### src/hdl/mbpe_pkg.sv
package mbpe_pkg;

  // Command codes carried on the command field.
  localparam logic [2:0] CMD_RD_COILS = 3'd0;
  localparam logic [2:0] CMD_RD_REGS  = 3'd1;
  localparam logic [2:0] CMD_WR_COIL  = 3'd2;
  localparam logic [2:0] CMD_WR_REG   = 3'd3;
  localparam logic [2:0] CMD_WR_COILS = 3'd4;
  localparam logic [2:0] CMD_WR_REGS  = 3'd5;
  localparam logic [2:0] CMD_DATA     = 3'd6;

  // Modbus function codes.
  localparam logic [7:0] FC_RD_COILS = 8'h01;
  localparam logic [7:0] FC_RD_REGS  = 8'h03;
  localparam logic [7:0] FC_WR_COIL  = 8'h05;
  localparam logic [7:0] FC_WR_REG   = 8'h06;
  localparam logic [7:0] FC_WR_COILS = 8'h0F;
  localparam logic [7:0] FC_WR_REGS  = 8'h10;

  // Single coil values as sent on the wire.
  localparam logic [15:0] COIL_ON  = 16'hFF00;
  localparam logic [15:0] COIL_OFF = 16'h0000;

  // Protocol limits on counts.
  localparam logic [15:0] MAX_READ_COILS      = 16'd2000;
  localparam logic [15:0] MAX_READ_REGISTERS  = 16'd125;
  localparam logic [15:0] MAX_WRITE_COILS     = 16'd1968;
  localparam logic [15:0] MAX_WRITE_REGISTERS = 16'd123;

  // Status codes.
  localparam logic [1:0] ST_OK         = 2'd0;
  localparam logic [1:0] ST_BAD_PARAM  = 2'd1;
  localparam logic [1:0] ST_UNEXPECTED = 2'd2;

  // Open write modes.
  localparam logic [1:0] MODE_IDLE  = 2'd0;
  localparam logic [1:0] MODE_COILS = 2'd1;
  localparam logic [1:0] MODE_REGS  = 2'd2;

  localparam int JOB_BYTES = 6;

  // One unit of output work: up to six bytes sent in order from index zero.
  typedef struct packed {
    logic [JOB_BYTES-1:0][7:0] bytes;
    logic [2:0]                count;
    logic                      final_last;
    logic                      byte_valid;
    logic [1:0]                status;
  } job_t;

  typedef struct packed {
    logic push;
    job_t job;
  } q_push_t;

  typedef struct packed {
    logic valid;
    job_t job;
  } q_head_t;

endpackage

### src/hdl/mbpe_front.sv
module mbpe_front (
  input  logic              clk,
  input  logic              rst,
  input  logic              in_valid,
  output logic              in_stall,
  input  logic [2:0]        command,
  input  logic [15:0]       address,
  input  logic [15:0]       quantity,
  input  logic [15:0]       data_value,
  input  logic              q_full,
  output mbpe_pkg::q_push_t q_push
);
  import mbpe_pkg::*;

  logic [1:0]  mode;
  logic [1:0]  mode_next;
  logic [10:0] left;
  logic [10:0] left_next;
  logic [7:0]  acc;
  logic [7:0]  acc_next;
  logic [2:0]  bp;
  logic [2:0]  bp_next;
  logic        accept;
  logic [10:0] left_dec;
  logic [7:0]  acc_or;
  logic [15:0] nbytes_coils;
  logic        push;
  job_t        job;

  function automatic job_t make_status(input logic [1:0] st);
    job_t j;
    j            = '0;
    j.count      = 3'd1;
    j.final_last = 1'b1;
    j.byte_valid = 1'b0;
    j.status     = st;
    return j;
  endfunction

  function automatic job_t make_five(input logic [7:0] fc, input logic [15:0] addr,
                                     input logic [15:0] val);
    job_t j;
    j            = '0;
    j.bytes[0]   = fc;
    j.bytes[1]   = addr[15:8];
    j.bytes[2]   = addr[7:0];
    j.bytes[3]   = val[15:8];
    j.bytes[4]   = val[7:0];
    j.count      = 3'd5;
    j.final_last = 1'b1;
    j.byte_valid = 1'b1;
    j.status     = ST_OK;
    return j;
  endfunction

  function automatic job_t make_header(input logic [7:0] fc, input logic [15:0] addr,
                                       input logic [15:0] qty, input logic [7:0] nb);
    job_t j;
    j            = make_five(fc, addr, qty);
    j.bytes[5]   = nb;
    j.count      = 3'd6;
    j.final_last = 1'b0;
    return j;
  endfunction

  // The queue has room for any single transaction's work.
  assign in_stall = q_full;
  assign accept   = in_valid && !q_full;

  assign left_dec     = left - 11'd1;
  assign acc_or       = acc | (8'(data_value[0]) << bp);
  assign nbytes_coils = (quantity + 16'd7) >> 3;

  // Classify the item against the open-write state and build its job.
  always_comb begin
    push      = 1'b0;
    job       = '0;
    mode_next = mode;
    left_next = left;
    acc_next  = acc;
    bp_next   = bp;
    if (command == CMD_DATA) begin
      unique case (mode)
        MODE_COILS: begin
          left_next = left_dec;
          if (bp == 3'd7 || left_dec == 11'd0) begin
            push             = 1'b1;
            job              = make_status(ST_OK);
            job.bytes[0]     = acc_or;
            job.byte_valid   = 1'b1;
            job.final_last   = (left_dec == 11'd0);
            acc_next         = '0;
            bp_next          = '0;
            if (left_dec == 11'd0) begin
              mode_next = MODE_IDLE;
            end
          end else begin
            acc_next = acc_or;
            bp_next  = bp + 3'd1;
          end
        end
        MODE_REGS: begin
          left_next      = left_dec;
          push           = 1'b1;
          job            = make_status(ST_OK);
          job.bytes[0]   = data_value[15:8];
          job.bytes[1]   = data_value[7:0];
          job.count      = 3'd2;
          job.byte_valid = 1'b1;
          job.final_last = (left_dec == 11'd0);
          if (left_dec == 11'd0) begin
            mode_next = MODE_IDLE;
          end
        end
        default: begin
          push = 1'b1;
          job  = make_status(ST_UNEXPECTED);
        end
      endcase
    end else if (mode != MODE_IDLE) begin
      push = 1'b1;
      job  = make_status(ST_UNEXPECTED);
    end else begin
      push = 1'b1;
      unique case (command)
        CMD_RD_COILS: begin
          if (quantity == 16'd0 || quantity > MAX_READ_COILS) begin
            job = make_status(ST_BAD_PARAM);
          end else begin
            job = make_five(FC_RD_COILS, address, quantity);
          end
        end
        CMD_RD_REGS: begin
          if (quantity == 16'd0 || quantity > MAX_READ_REGISTERS) begin
            job = make_status(ST_BAD_PARAM);
          end else begin
            job = make_five(FC_RD_REGS, address, quantity);
          end
        end
        CMD_WR_COIL: begin
          job = make_five(FC_WR_COIL, address, (quantity != 16'd0) ? COIL_ON : COIL_OFF);
        end
        CMD_WR_REG: begin
          job = make_five(FC_WR_REG, address, quantity);
        end
        CMD_WR_COILS: begin
          if (quantity == 16'd0 || quantity > MAX_WRITE_COILS) begin
            job = make_status(ST_BAD_PARAM);
          end else begin
            job       = make_header(FC_WR_COILS, address, quantity, nbytes_coils[7:0]);
            mode_next = MODE_COILS;
            left_next = quantity[10:0];
            acc_next  = '0;
            bp_next   = '0;
          end
        end
        CMD_WR_REGS: begin
          if (quantity == 16'd0 || quantity > MAX_WRITE_REGISTERS) begin
            job = make_status(ST_BAD_PARAM);
          end else begin
            job       = make_header(FC_WR_REGS, address, quantity, {quantity[6:0], 1'b0});
            mode_next = MODE_REGS;
            left_next = quantity[10:0];
            acc_next  = '0;
            bp_next   = '0;
          end
        end
        default: begin
          job = make_status(ST_BAD_PARAM);
        end
      endcase
    end
  end

  assign q_push.push = accept && push;
  assign q_push.job  = job;

  // Open-write state advances only on an accepted transaction.
  always_ff @(posedge clk) begin
    if (rst) begin
      mode <= MODE_IDLE;
      left <= '0;
      acc  <= '0;
      bp   <= '0;
    end else if (accept) begin
      mode <= mode_next;
      left <= left_next;
      acc  <= acc_next;
      bp   <= bp_next;
    end
  end

  // An open write always has items outstanding.
  assert property (@(posedge clk) disable iff (rst) (mode != MODE_IDLE) |-> (left != 11'd0))
    else $error("open write with no items left");

  // Coil packing state is clear whenever no coil write is open.
  assert property (@(posedge clk) disable iff (rst)
                   (mode != MODE_COILS) |-> (acc == 8'd0 && bp == 3'd0))
    else $error("stale coil packing state");

endmodule

### src/hdl/mbpe_queue.sv
module mbpe_queue #(
  parameter int DEPTH = 4
) (
  input  logic              clk,
  input  logic              rst,
  input  mbpe_pkg::q_push_t push_in,
  input  logic              pop,
  output mbpe_pkg::q_head_t head,
  output logic              full
);
  import mbpe_pkg::*;

  localparam int PTR_W = (DEPTH > 1) ? $clog2(DEPTH) : 1;
  localparam int CNT_W = $clog2(DEPTH + 1);

  job_t             slots [DEPTH];
  logic [PTR_W-1:0] wr_ptr;
  logic [PTR_W-1:0] rd_ptr;
  logic [CNT_W-1:0] fill;
  logic             do_push;
  logic             do_pop;

  assign full       = (fill == CNT_W'(DEPTH));
  assign head.valid = (fill != '0);
  assign head.job   = slots[rd_ptr];
  assign do_push    = push_in.push && !full;
  assign do_pop     = pop && head.valid;

  // Job storage.
  always_ff @(posedge clk) begin
    if (do_push) begin
      slots[wr_ptr] <= push_in.job;
    end
  end

  // Pointers and fill level.
  always_ff @(posedge clk) begin
    if (rst) begin
      wr_ptr <= '0;
      rd_ptr <= '0;
      fill   <= '0;
    end else begin
      if (do_push) begin
        wr_ptr <= (wr_ptr == PTR_W'(DEPTH - 1)) ? '0 : wr_ptr + PTR_W'(1);
      end
      if (do_pop) begin
        rd_ptr <= (rd_ptr == PTR_W'(DEPTH - 1)) ? '0 : rd_ptr + PTR_W'(1);
      end
      if (do_push && !do_pop) begin
        fill <= fill + CNT_W'(1);
      end else if (do_pop && !do_push) begin
        fill <= fill - CNT_W'(1);
      end
    end
  end

  // The front must never offer a job to a full queue.
  assert property (@(posedge clk) disable iff (rst) push_in.push |-> !full)
    else $error("push into full queue");

endmodule

### src/hdl/mbpe_back.sv
module mbpe_back (
  input  logic              clk,
  input  logic              rst,
  input  mbpe_pkg::q_head_t head,
  output logic              pop,
  output logic              out_valid,
  input  logic              out_stall,
  output logic [7:0]        out_byte,
  output logic              byte_valid,
  output logic              last,
  output logic [1:0]        status
);
  import mbpe_pkg::*;

  logic [2:0] idx;
  logic       load;
  logic       final_byte;

  assign load       = head.valid && (!out_valid || !out_stall);
  assign final_byte = (idx == head.job.count - 3'd1);
  assign pop        = load && final_byte;

  // Walk through the head job one byte per cycle while the output register can load.
  always_ff @(posedge clk) begin
    if (rst) begin
      idx <= '0;
    end else if (load) begin
      idx <= final_byte ? 3'd0 : idx + 3'd1;
    end
  end

  // Output register; it takes a new byte when one is waiting and it is empty or the consumer is not stalling.
  always_ff @(posedge clk) begin
    if (rst) begin
      out_valid <= 1'b0;
    end else if (load) begin
      out_valid <= 1'b1;
    end else if (!out_stall) begin
      out_valid <= 1'b0;
    end
  end

  always_ff @(posedge clk) begin
    if (load) begin
      out_byte   <= head.job.bytes[idx];
      byte_valid <= head.job.byte_valid;
      last       <= final_byte && head.job.final_last;
      status     <= head.job.status;
    end
  end

  // The byte index stays inside the job at the head of the queue.
  assert property (@(posedge clk) disable iff (rst) head.valid |-> (idx < head.job.count))
    else $error("byte index beyond job");

  // A status transaction is always the last of its group.
  assert property (@(posedge clk) disable iff (rst) (out_valid && !byte_valid) |-> last)
    else $error("status transaction without last");

endmodule

### src/hdl/modbus_request_pdu_encoder.sv
// Modbus request PDU encoder. Each accepted command or data transaction is
// classified at once and its output bytes are queued; the back end sends one
// byte per cycle on the output channel while out_stall is low. A read or
// single-write command yields five bytes, a multi-write header six, a register
// data item two, a coil data item one byte per eight items or at the end of the
// write, and any rejected item one status transaction with byte_valid low. The
// input side accepts a transaction every cycle while the job queue has room, so
// sustained throughput is set by the one-byte-per-cycle output register, and
// QUEUE_DEPTH sets how many jobs the input can run ahead of the output. With
// the queue empty, the first byte of an item passes from the job queue into
// the output register, which presents it on the output.
module modbus_request_pdu_encoder #(
  parameter int QUEUE_DEPTH = 4
) (
  input  logic        clk,
  input  logic        rst,
  input  logic        in_valid,
  output logic        in_stall,
  input  logic [2:0]  command,
  input  logic [15:0] address,
  input  logic [15:0] quantity,
  input  logic [15:0] data_value,
  output logic        out_valid,
  input  logic        out_stall,
  output logic [7:0]  out_byte,
  output logic        byte_valid,
  output logic        last,
  output logic [1:0]  status
);
  import mbpe_pkg::*;

  q_push_t q_push;
  q_head_t q_head;
  logic    q_full;
  logic    q_pop;

  mbpe_front u_front (
    .clk        (clk),
    .rst        (rst),
    .in_valid   (in_valid),
    .in_stall   (in_stall),
    .command    (command),
    .address    (address),
    .quantity   (quantity),
    .data_value (data_value),
    .q_full     (q_full),
    .q_push     (q_push)
  );

  mbpe_queue #(
    .DEPTH (QUEUE_DEPTH)
  ) u_queue (
    .clk     (clk),
    .rst     (rst),
    .push_in (q_push),
    .pop     (q_pop),
    .head    (q_head),
    .full    (q_full)
  );

  mbpe_back u_back (
    .clk        (clk),
    .rst        (rst),
    .head       (q_head),
    .pop        (q_pop),
    .out_valid  (out_valid),
    .out_stall  (out_stall),
    .out_byte   (out_byte),
    .byte_valid (byte_valid),
    .last       (last),
    .status     (status)
  );

endmodule

### config.mk
export PLATFORM = sky130hd
export DESIGN_NAME = modbus_request_pdu_encoder
export DESIGN_NICKNAME = d
export VERILOG_FILES = /design/src/hdl/mbpe_pkg.sv /design/src/hdl/mbpe_front.sv /design/src/hdl/mbpe_queue.sv /design/src/hdl/mbpe_back.sv /design/src/hdl/modbus_request_pdu_encoder.sv
export SDC_FILE = /design/constraint.sdc
export NUM_CORES = 1
export LEC_CHECK = 0
export BUFFER_PORTS_ARGS = -buffer_cell sky130_fd_sc_hd__buf_2
export CORE_ASPECT_RATIO = 1.2
export CORE_MARGIN = 2
export CORE_UTILIZATION = 28
export DETAILED_ROUTE_END_ITERATION = 8
export GPL_ROUTABILITY_DRIVEN = 0
export PLACE_DENSITY = 0.5
export SYNTH_ARGS = -nofsm -noshare
export SYNTH_HDL_FRONTEND = slang
export SYNTH_SLANG_ARGS = --single-unit
export TNS_END_PERCENT = 5
### constraint.sdc
create_clock -name clk -period 7 [get_ports clk]
set_input_delay 0.35 -clock clk [delete_from_list [all_inputs] [get_ports clk]]
set_output_delay 0.35 -clock clk [all_outputs]
set_load 0.02 [all_outputs]
==> results of run 1 <==
## cells by family after synthesis
| group | after synthesis | synth area share (%) |
|---|---|---|
| AOI/OAI and AO/OA | 126 | 8.19 |
| xor gates and xnor gates | 16 | 1.18 |
| adders and majority gates | 17 | 1.85 |
| buffers and inverters | 86 | 2.96 |
| DFF | 269 | 64.8 |
| muxes | 79 | 13.3 |
| and+or+nand+nor | 189 | 7.69 |
## flip-flops by register name, indices dropped and copies added (netlist names), 3 cells and up, named ones only
| signal | cells |
|---|---|
| u_queue.fill | 3 |
| u_front.left | 11 |
| u_queue.slots | 220 |
| u_back.idx | 3 |
| u_front.bp | 3 |
| u_back.out_byte | 8 |
| u_front.acc | 8 |
## layout by cell type, fill, tap and decap left out, drive strengths merged, types with 24 or more instances in the layout
cell type / synthesis / final
edfxtp: 232 / 232
buf: 15 / 80
nand2: 65 / 65
mux4: 63 / 63
nor2: 47 / 47
inv: 37 / 39
dfxtp: 37 / 37
clkbuf: 34 / 35
o31ai: 25 / 25
a21oi: 24 / 24
## worst register-to-register path, cell delays in order (launching register included)
cell     delay [ns]
dfxtp_2        0.69
buf_4          0.57
mux4_2         0.39
inv_1          0.07
ha_1           0.15
xor2_1         0.18
xnor2_1        0.15
nand3_1        0.13
nor2_1         0.26
inv_1          0.09
ha_1           0.23
inv_1          0.07
fa_1           0.18
xor2_1         0.08
or3_1          0.31
a21oi_1        0.14
## layer usage
layer	vias up	part of all wire (%)	global-route usage [%]
met5	-	0	0
met4	0	1.7	3.22
li1	3173	-	-
met3	31	4.1	1.56
met2	137	49	21.9
met1	3424	45	17.7
## area by class of cell
class | count | share of cell area [%]
timing repair buffer | 80 | 3.13
clock buffer | 35 | 5.52
sequential | 269 | 56.2
tap | 546 | 4.97
clock inverter | 16 | 1.20
inverter | 37 | 1.01
multi-input combinational | 427 | 28.0
## power breakdown
part	switching (µW)	total [µW]	internal [µW]
registers	99.5	2070	1970
logic	521	951	430
clock network	604	1480	880
## final timing paths
kind / end / depth (start not counted) / slack [ns] / start
worst min register to register: u_back.out_valid / 2 / 0.48 / u_back.out_valid
worst max-delay path: u_queue.fill[2] / 15 / 3.24 / flip-flop
worst max register to register: u_queue.fill[2] / 15 / 3.24 / flip-flop
worst min-delay path: u_back.out_valid / 3 / 0.08 / out_stall
## per-stage QoR
| step | power, µW | instance area, µm² | cells | hold slack, ns |
|---|---|---|---|---|
| after floorplan | 2770 | 11900 | 782 | 0.448 |
| after global placement | 3080 | 12800 | 1359 | 0.466 |
| after detailed placement | 3090 | 12800 | 1359 | 0.476 |
| after CTS | 4590 | 13700 | 1410 | 0.0526 |
| after global routing | 4720 | 13700 | 1410 | 0.0912 |
| final | 4500 | 13700 | 1410 | 0.0780 |
==> results.py, run 1 <==
metrics = {
    "setup_path": {
        "crit_type": "flip-flop to flip-flop",
        "critPathRequiredTime_ns": 7.47,
        "critical_path.top_delay_family": "buffers and inverters",
        "start_kind": "flip-flop",
        "crit_buf_inv": 4,
        "crit_chain": "buf_4 -> mux4_2 -> inv_1 -> ha_1 -> xor2_1 -> xnor2_1 -> nand3_1 -> nor2_1 -> inv_1 -> ha_1 -> inv_1 -> fa_1 -> xor2_1 -> or3_1 -> a21oi_1",
        "cp.arrival_ns": 4.22,
        "worstPathMaxFanout": 36,
        "cp_slowest_cell": "dfxtp_2",
        "max_stage_delay_ns": 0.69,
        "cp-end-kind": "flip-flop",
        "cp_common_cell": "inv_1",
    },
    "timing": {
        "fmax_mhz": 266,
        "setup_tns_ns": 0,
        "worst_pin_slew_ns": 1.10,
        "finClkSkew_ns": 0.0198,
        "hold_violations": 0,
        "layout_setup_ws_ns": 3.24,
        "layout_min_cycle_time_ns": 3.76,
        "slew_headroom_pct": 26.3,
        "period_share_pct": 53.7,
        "rsz0062_at_grt": "false",
        "setup_viol_count_final": 0,
        "slew_violations": 0,
    },
    "drt": {
        "drtAntennaViolNets": 0,
        "drc": 0,
        "drt-wirelength-per-cell_um": 20.0,
        "drtIter0Drc": 495,
        "vias": 6765,
        "routed_wl_um": 28200,
        "firstDrtPassIters": 4,
        "vias_per_cell": 4.80,
    },
    "grt": {
        "first_global_vias": 7085,
        "grt_max_degree": 56,
        "grt.overflow.total": 0,
        "grt_pass1_wl_um": 43400,
        "grt_usage_pct": 13.0,
        "antenna_found_initial": 0,
    },
    "final_layout": {
        "drive_above_1_share_pct": 24.7,
        "n_fill_cell": 4141,
        "regArea_mm2": 0.00771,
        "final_nets": 915,
        "final_util_pct": 32.8,
        "multi_input_area_mm2": 0.00384,
        "diodes": 0,
        "syn2layout_area_growth_pct": 15.5,
    },
    "floorplanning": {
        "io_pins": 69,
        "die_area_mm2": 0.0441,
        "die_h_um": 230,
        "die_x_um": 192,
        "initial_core_util_pct": 28.4,
        "design.core.area_mm2": 0.0419,
        "rows": 82,
    },
    "yosys": {
        "syn_nets": 854,
        "synth_async_sr_flop_share_pct": 0,
        "synthesis.area_mm2": 0.0119,
        "synthTopCellsByCount": "edfxtp_1, nand2_1, mux4_2",
        "yosysTopAreaCell": "edfxtp_1",
        "synth_seq_cells": 269,
        "ys_warn_count": 0,
        "ys_seq_area_share_pct": 64.8,
        "yosys.cell_types.count": 60,
        "yosysMostFrequentCell": "edfxtp_1",
        "ys.flop_type": "edfxtp_1",
        "postSynthAreaPerCell_um2": 15.2,
        "synth-edff-count": 232,
        "synth_cells": 782,
        "yosysTopAreaCellShare_pct": 58.6,
        "synthTopCellsByArea": "edfxtp_1, mux4_2, dfxtp_1, nand2_1, ha_1",
    },
    "clocking": {
        "clock-sinks": 269,
        "cts.path.max_buffers": 3,
        "clk_latency_ns": 0.54,
        "cts_tree": "yes",
        "clk_pin_slew_ns": 0.06,
        "clockRootBuffer": "clkbuf_16",
        "htreeDepth": 1,
        "cts_setup_buffers": 0,
        "numCtsBuffers": 28,
        "ctsHoldBuffers": 0,
        "cts_resized": 0,
    },
    "power_and_ir_drop": {
        "irDropWorstVdd_mv": 0.162,
        "power_per_cell_area_mw_per_mm2": 328,
        "cellLeakagePower_uw": 0.00452,
    },
    "placed_design": {
        "io_buffers": 68,
        "pre_cts_slack_ns": 3.13,
        "post-dp-hpwl_um": 18200,
    },
    "job": {
        "drv_cap": 0,
    },
    "worst_hold_path": {
        "hold_class": "input port to flip-flop",
    },
    "status": {
        "status": "finished clean",
    },
}
Note: power is estimated with default switching activity, not from simulation.
==> inputs of run 2 (changes only) <==
==> constraint.sdc (replaced) <==
create_clock -name clk -period 3.69 [get_ports clk]
set_input_delay 0.1845 -clock clk [delete_from_list [all_inputs] [get_ports clk]]
set_output_delay 0.1845 -clock clk [all_outputs]
set_load 0.02 [all_outputs]
==> results.py, run 2 (same netlist as run 1, synthesis figures left out) <==
metrics = {
    "worst_hold_path": {
        "worstHoldStart": "data_value[7]",
        "whs_path_depth": 3,
        "hold_path_end": "u_queue.slots[3][22]",
        "hold_class": "input port to flip-flop",
    },
    "grt": {
        "grt.overflow.total": 0,
        "grt_usage_pct": 13.2,
        "antenna_found_initial": 1,
        "first_global_vias": 7054,
        "grt_pass1_wl_um": 43700,
        "grt_max_degree": 56,
    },
    "power_and_ir_drop": {
        "p_int_uw": 6120,
        "cellLeakagePower_uw": 0.00458,
        "clock_power_share_pct": 31.7,
        "swShare_pct": 27.6,
        "p_seq_share_pct": 45.4,
        "irDropWorstVdd_mv": 0.315,
        "pwr-share-comb_pct": 22.8,
        "p_switching_uw": 2330,
        "power_per_cell_area_mw_per_mm2": 609,
    },
    "clocking": {
        "htreeDepth": 1,
        "clk_latency_ns": 0.54,
        "clk_pin_slew_ns": 0.07,
        "clock-sinks": 269,
        "cts_tree": "yes",
        "numCtsBuffers": 27,
        "cts.path.max_buffers": 3,
        "cts_resized": 0,
        "clockRootBuffer": "clkbuf_16",
    },
    "final_layout": {
        "final_cell_mix": "edfxtp_1, buf_2, nand2_1, mux4_2, nor2_1",
        "drive_above_1_share_pct": 25.5,
        "final_area_mm2": 0.0139,
        "regMostFlops": "u_queue.slots",
        "syn2layout_area_growth_pct": 16.7,
        "largestRegisters": "u_queue.slots (220), u_front.left (11)",
        "diodes": 0,
        "final_nets": 929,
        "layout_commonest_cell": "edfxtp_1",
        "multi_input_area_mm2": 0.00384,
        "n_fill_cell": 4141,
        "regArea_mm2": 0.00771,
        "largest_reg_flops": 220,
    },
    "drt": {
        "routed_wl_um": 28800,
        "firstDrtPassIters": 5,
        "drtAntennaViolNets": 0,
        "drc": 0,
        "drtIter0Drc": 532,
        "vias": 6904,
        "vias_per_cell": 4.85,
        "drt-wirelength-per-cell_um": 20.2,
    },
    "placed_design": {
        "postPlaceCellArea_mm2": 0.0130,
        "post-dp-hpwl_um": 19200,
        "io_buffers": 68,
    },
    "floorplanning": {
        "io_pins": 69,
        "die_h_um": 230,
        "rows": 82,
        "die_area_mm2": 0.0441,
        "design.core.area_mm2": 0.0419,
        "initial_core_util_pct": 28.4,
        "die_x_um": 192,
    },
    "setup_path": {
        "worstPathMaxFanout": 5,
        "start_kind": "flip-flop",
        "critPathRequiredTime_ns": 4.15,
        "crit_type": "flip-flop to flip-flop",
        "r2r-start": "u_front.left[0]",
        "reg2reg_depth": 10,
        "cp.arrival_ns": 3.52,
        "rrSetupSlack_ns": 0.63,
        "r2r-end": "u_queue.fill[2]",
        "cp-end-kind": "flip-flop",
    },
    "timing": {
        "rsz0062_at_grt": "false",
        "fmax_mhz": 327,
        "slew_violations": 0,
        "setup_viol_count_final": 0,
        "hold_violations": 0,
        "setup_tns_ns": 0,
        "slew_headroom_pct": 27.7,
        "layout_min_cycle_time_ns": 3.06,
        "worst_pin_slew_ns": 1.08,
        "finClkSkew_ns": 0.0154,
        "period_share_pct": 82.9,
    },
    "job": {
        "drv_cap": 0,
    },
    "status": {
        "status": "finished clean",
    },
}
## run 2: cell count changes in the layout (fill, tap and decap cells not counted)
cell	previous run	this run
buf_12	0	6
buf_4	12	19
bufinv_16	3	2
clkbuf_1	5	6
clkbuf_16	29	27
clkbuf_8	1	2
clkinv_1	3	2
clkinv_2	6	3
clkinvlp_4	1	4
dlygate4sd3_1	0	2
inv_4	0	1
inv_6	2	0
inv_8	0	1
## run 2: worst max-delay path: stages (launching register included)
cell	delay (ns)
dfxtp_1	0.35
nor3_1	0.58
mux2i_1	0.20
o311a_1	0.39
a21boi_2	0.20
ha_1	0.21
inv_1	0.06
fa_1	0.37
xor2_1	0.17
or3_1	0.31
a21oi_1	0.14
## run 2: power by group through the flow
stage                     Clock (µW)  Combinational [µW]  Sequential, µW
after floorplan                    0                1280            3980
after global placement             0                1980            3900
final                           2680                1930            3840
after global routing            2880                2110            3870
after CTS                       2760                2000            3840
after detailed placement           0                1990            3910
## run 2: how the worst max path moves through the flow
| stage | start | to | slack [ns] | depth (start not counted) |
|---|---|---|---|---|
| final | u_front.left[0] | u_queue.fill[2] | 0.63 | 10 |
| after global routing | u_front.left[0] | u_queue.fill[2] | 0.42 | 10 |
| after CTS | u_front.left[0] | u_queue.fill[2] | 0.65 | 10 |
| after detailed placement | flip-flop | u_queue.fill[2] | 0.67 | 14 |
| after global placement | flip-flop | u_queue.fill[2] | 0.71 | 14 |
| after floorplan | flip-flop | u_queue.fill[2] | 0.08 | 17 |
## run 2: timing repair
item                                   CTS  global route
buffers inserted                         0             0
endpoints found under the hold margin    5             0
hold buffers                             2             0
## run 2: area by class of cell
| type | count | area share, % |
|---|---|---|
| tap | 546 | 4.93 |
| clock inverter | 14 | 1.00 |
| clock buffer | 35 | 5.23 |
| timing repair buffer | 95 | 4.49 |
| multi-input combinational | 427 | 27.7 |
| sequential | 269 | 55.6 |
| inverter | 37 | 1.00 |
## run 2: through the flow
step           hold slack [ns]  utilization [%]  worst slack, ns  cells  total power [µW]
5_1_grt                 0.0231             33.1            0.416   1423              8860
3_5_place_dp             0.463             31.0            0.672   1372              5900
4_1_cts                0.00274             33.1            0.652   1423              8600
6_report                0.0207             33.1            0.631   1423              8450
3_3_place_gp             0.458             31.0            0.712   1372              5880
2_1_floorplan            0.329                -           0.0849    782              5260
## run 2: routing by layer
| layer | GRT usage (%) | vias to the layer above | part of all wire, % |
|---|---|---|---|
| met1 | 17.6 | 3527 | 44 |
| li1 | - | 3212 | - |
| met2 | 22.7 | 135 | 51 |
| met3 | 1.76 | 30 | 4.0 |
| met5 | 0 | - | 0 |
| met4 | 3.01 | 0 | 1.5 |
==> inputs of run 3 (changes only) <==
--- a/config.mk
+++ b/config.mk
@@ -11,7 +11,7 @@
 export CORE_UTILIZATION = 28
 export DETAILED_ROUTE_END_ITERATION = 8
 export GPL_ROUTABILITY_DRIVEN = 0
-export PLACE_DENSITY = 0.5
+export PLACE_DENSITY = 0.51
 export SYNTH_ARGS = -nofsm -noshare
 export SYNTH_HDL_FRONTEND = slang
 export SYNTH_SLANG_ARGS = --single-unit
==> constraint.sdc (replaced) <==
create_clock -name clk -period 2.8 [get_ports clk]
set_input_delay 0.14 -clock clk [delete_from_list [all_inputs] [get_ports clk]]
set_output_delay 0.14 -clock clk [all_outputs]
set_load 0.02 [all_outputs]
==> results.py, run 3 (same netlist as run 1, synthesis figures left out) <==
metrics = {
    "floorplanning": {
        "rows": 82,
        "initial_core_util_pct": 28.4,
        "design.core.area_mm2": 0.0419,
        "die_area_mm2": 0.0441,
        "die_x_um": 192,
        "io_pins": 69,
        "die_h_um": 230,
    },
    "clocking": {
        "clk_latency_ns": 0.54,
        "htreeDepth": 1,
        "clock-sinks": 269,
        "cts.path.max_buffers": 3,
        "clockRootBuffer": "clkbuf_16",
        "clk_pin_slew_ns": 0.07,
        "numCtsBuffers": 27,
        "cts_tree": "yes",
    },
    "timing": {
        "layout_setup_ws_ns": -0.0436,
        "finClkSkew_ns": 0.00992,
        "worst_pin_slew_ns": 1.01,
        "layout_min_cycle_time_ns": 2.84,
        "setup_viol_count_final": 1,
        "period_share_pct": 102,
        "rsz0062_at_grt": "true",
        "fmax_mhz": 352,
        "hold_violations": 0,
        "slew_headroom_pct": 32.3,
        "setup_tns_ns": -0.0436,
        "slew_violations": 0,
    },
    "drt": {
        "drt-wirelength-per-cell_um": 19.5,
        "vias": 7062,
        "drc": 0,
        "firstDrtPassIters": 5,
        "drtIter0Drc": 590,
        "routed_wl_um": 28700,
        "drtAntennaViolNets": 0,
        "vias_per_cell": 4.79,
    },
    "final_layout": {
        "instances_no_fill": 1474,
        "n_fill_cell": 4089,
        "final_area_mm2": 0.0144,
        "multi_input_area_mm2": 0.00388,
        "final_nets": 980,
        "largest_reg_flops": 220,
        "layout_commonest_cell": "edfxtp_1",
        "diodes": 0,
        "regMostFlops": "u_queue.slots",
        "syn2layout_area_growth_pct": 21.5,
        "final_cell_mix": "edfxtp_1, buf_2, nand2_1, mux4_2, buf_4",
        "regArea_mm2": 0.00771,
        "largestRegisters": "u_queue.slots (220), u_front.left (11)",
        "drive_above_1_share_pct": 30.4,
    },
    "power_and_ir_drop": {
        "swShare_pct": 27.0,
        "cellLeakagePower_uw": 0.00489,
        "p_int_uw": 8590,
        "p_seq_share_pct": 43.1,
        "irDropWorstVdd_mv": 0.426,
        "pwr-share-comb_pct": 23.1,
        "power_per_cell_area_mw_per_mm2": 814,
        "p_switching_uw": 3170,
        "power_uw": 11800,
        "clock_power_share_pct": 33.8,
    },
    "grt": {
        "grt_pass1_wl_um": 44500,
        "grt_usage_pct": 13.3,
        "antenna_found_initial": 0,
        "grt_max_degree": 56,
        "first_global_vias": 7400,
        "grt.overflow.total": 0,
    },
    "setup_path": {
        "max_stage_delay_ns": 0.52,
        "cp.arrival_ns": 3.31,
        "worstPathMaxFanout": 4,
        "crit_chain": "mux4_2 -> inv_2 -> ha_4 -> xor2_2 -> xnor2_1 -> nand3_1 -> nor2_2 -> inv_1 -> ha_2 -> inv_2 -> fa_2 -> xor2_2 -> or3_1 -> a21oi_1",
        "crit_type": "flip-flop to flip-flop",
        "start_kind": "flip-flop",
        "cp-end-kind": "flip-flop",
        "critPathRequiredTime_ns": 3.27,
        "cp_slowest_cell": "mux4_2",
    },
    "worst_hold_path": {
        "hold_class": "input port to flip-flop",
    },
    "placed_design": {
        "postPlaceCellArea_mm2": 0.0133,
        "pre_cts_slack_ns": -0.0484,
        "post-dp-hpwl_um": 19600,
        "io_buffers": 68,
        "dp_cells": 1414,
    },
    "status": {
        "status": "finished with violations",
        "failed_checks": "negative setup slack",
    },
    "job": {
        "drv_cap": 0,
    },
}
## run 3: changes by cell type in the layout (fill, tap and decap cells not counted), sizes merged
cell	previous run	this run
clkbuf	35	32
inv	39	40
dlygate4sd3	2	11
clkinvlp	4	3
bufinv	2	6
buf	93	135
clkinv	6	5
## run 3: power groups by stage
| stage | Sequential (µW) | Combinational, µW | Clock (µW) |
|---|---|---|---|
| after floorplan | 5240 | 1750 | 0 |
| after CTS | 5080 | 2780 | 4080 |
| after global placement | 5150 | 2750 | 0 |
| after detailed placement | 5160 | 2750 | 0 |
| after global routing | 5120 | 2980 | 4230 |
| final | 5070 | 2710 | 3980 |
## run 3: what timing repair did
action                                  CTS  global route
hold endpoints to repair                 35             0
resized for setup                         2             8
gates cloned                              0             0
buffers inserted                          0             0
endpoints found under the setup margin    1             6
pin swaps                                 0             9
hold buffers                             11             0
## run 3: through the flow
stage	hold slack, ns	util, %
after floorplan	0.285	-
after global placement	0.428	31.8
after detailed placement	0.431	31.8
after CTS	0.000258	34.4
after global routing	0.0258	34.5
final	0.00972	34.5
## run 3: cell type report
type	count	share of cell area [%]
well taps	546	4.73
multi-input cells	427	26.9
clock inverters	17	1.83
flip-flops and latches	269	53.4
clock buffers	32	5.01
inverters	37	0.961
repair buffers	146	7.21
## run 3: final timing paths
check                                       endpoint  cells after the start  slack, ns      startpoint
worst min-delay path            u_queue.slots[1][17]                      3       0.01   data_value[2]
worst max-delay path                 u_queue.fill[2]                     14      -0.04       flip-flop
worst max register to register       u_queue.fill[2]                     14      -0.04       flip-flop
worst min register to register        u_front.acc[5]                      2       0.49  u_front.acc[5]
## run 3: worst max-delay path: cells and delay by family (launching register included)
family                     cells  cell delay [ns]
and+or+nand+nor                3             0.52
xor gates and xnor gates       3             0.39
AOI/OAI and AO/OA              1             0.12
buffers and inverters          3             0.19
adders and majority gates      3             0.68
muxes                          1             0.52
DFF                            1             0.37
## run 3: routing by layer
layer | up-vias | wire length [µm] | GRT usage, %
li1 | 3306 | - | -
met1 | 3584 | 12500 | 17.3
met2 | 146 | 14600 | 23.2
met3 | 26 | 1110 | 1.72
met4 | 0 | 462 | 3.53
met5 | - | 0 | 0
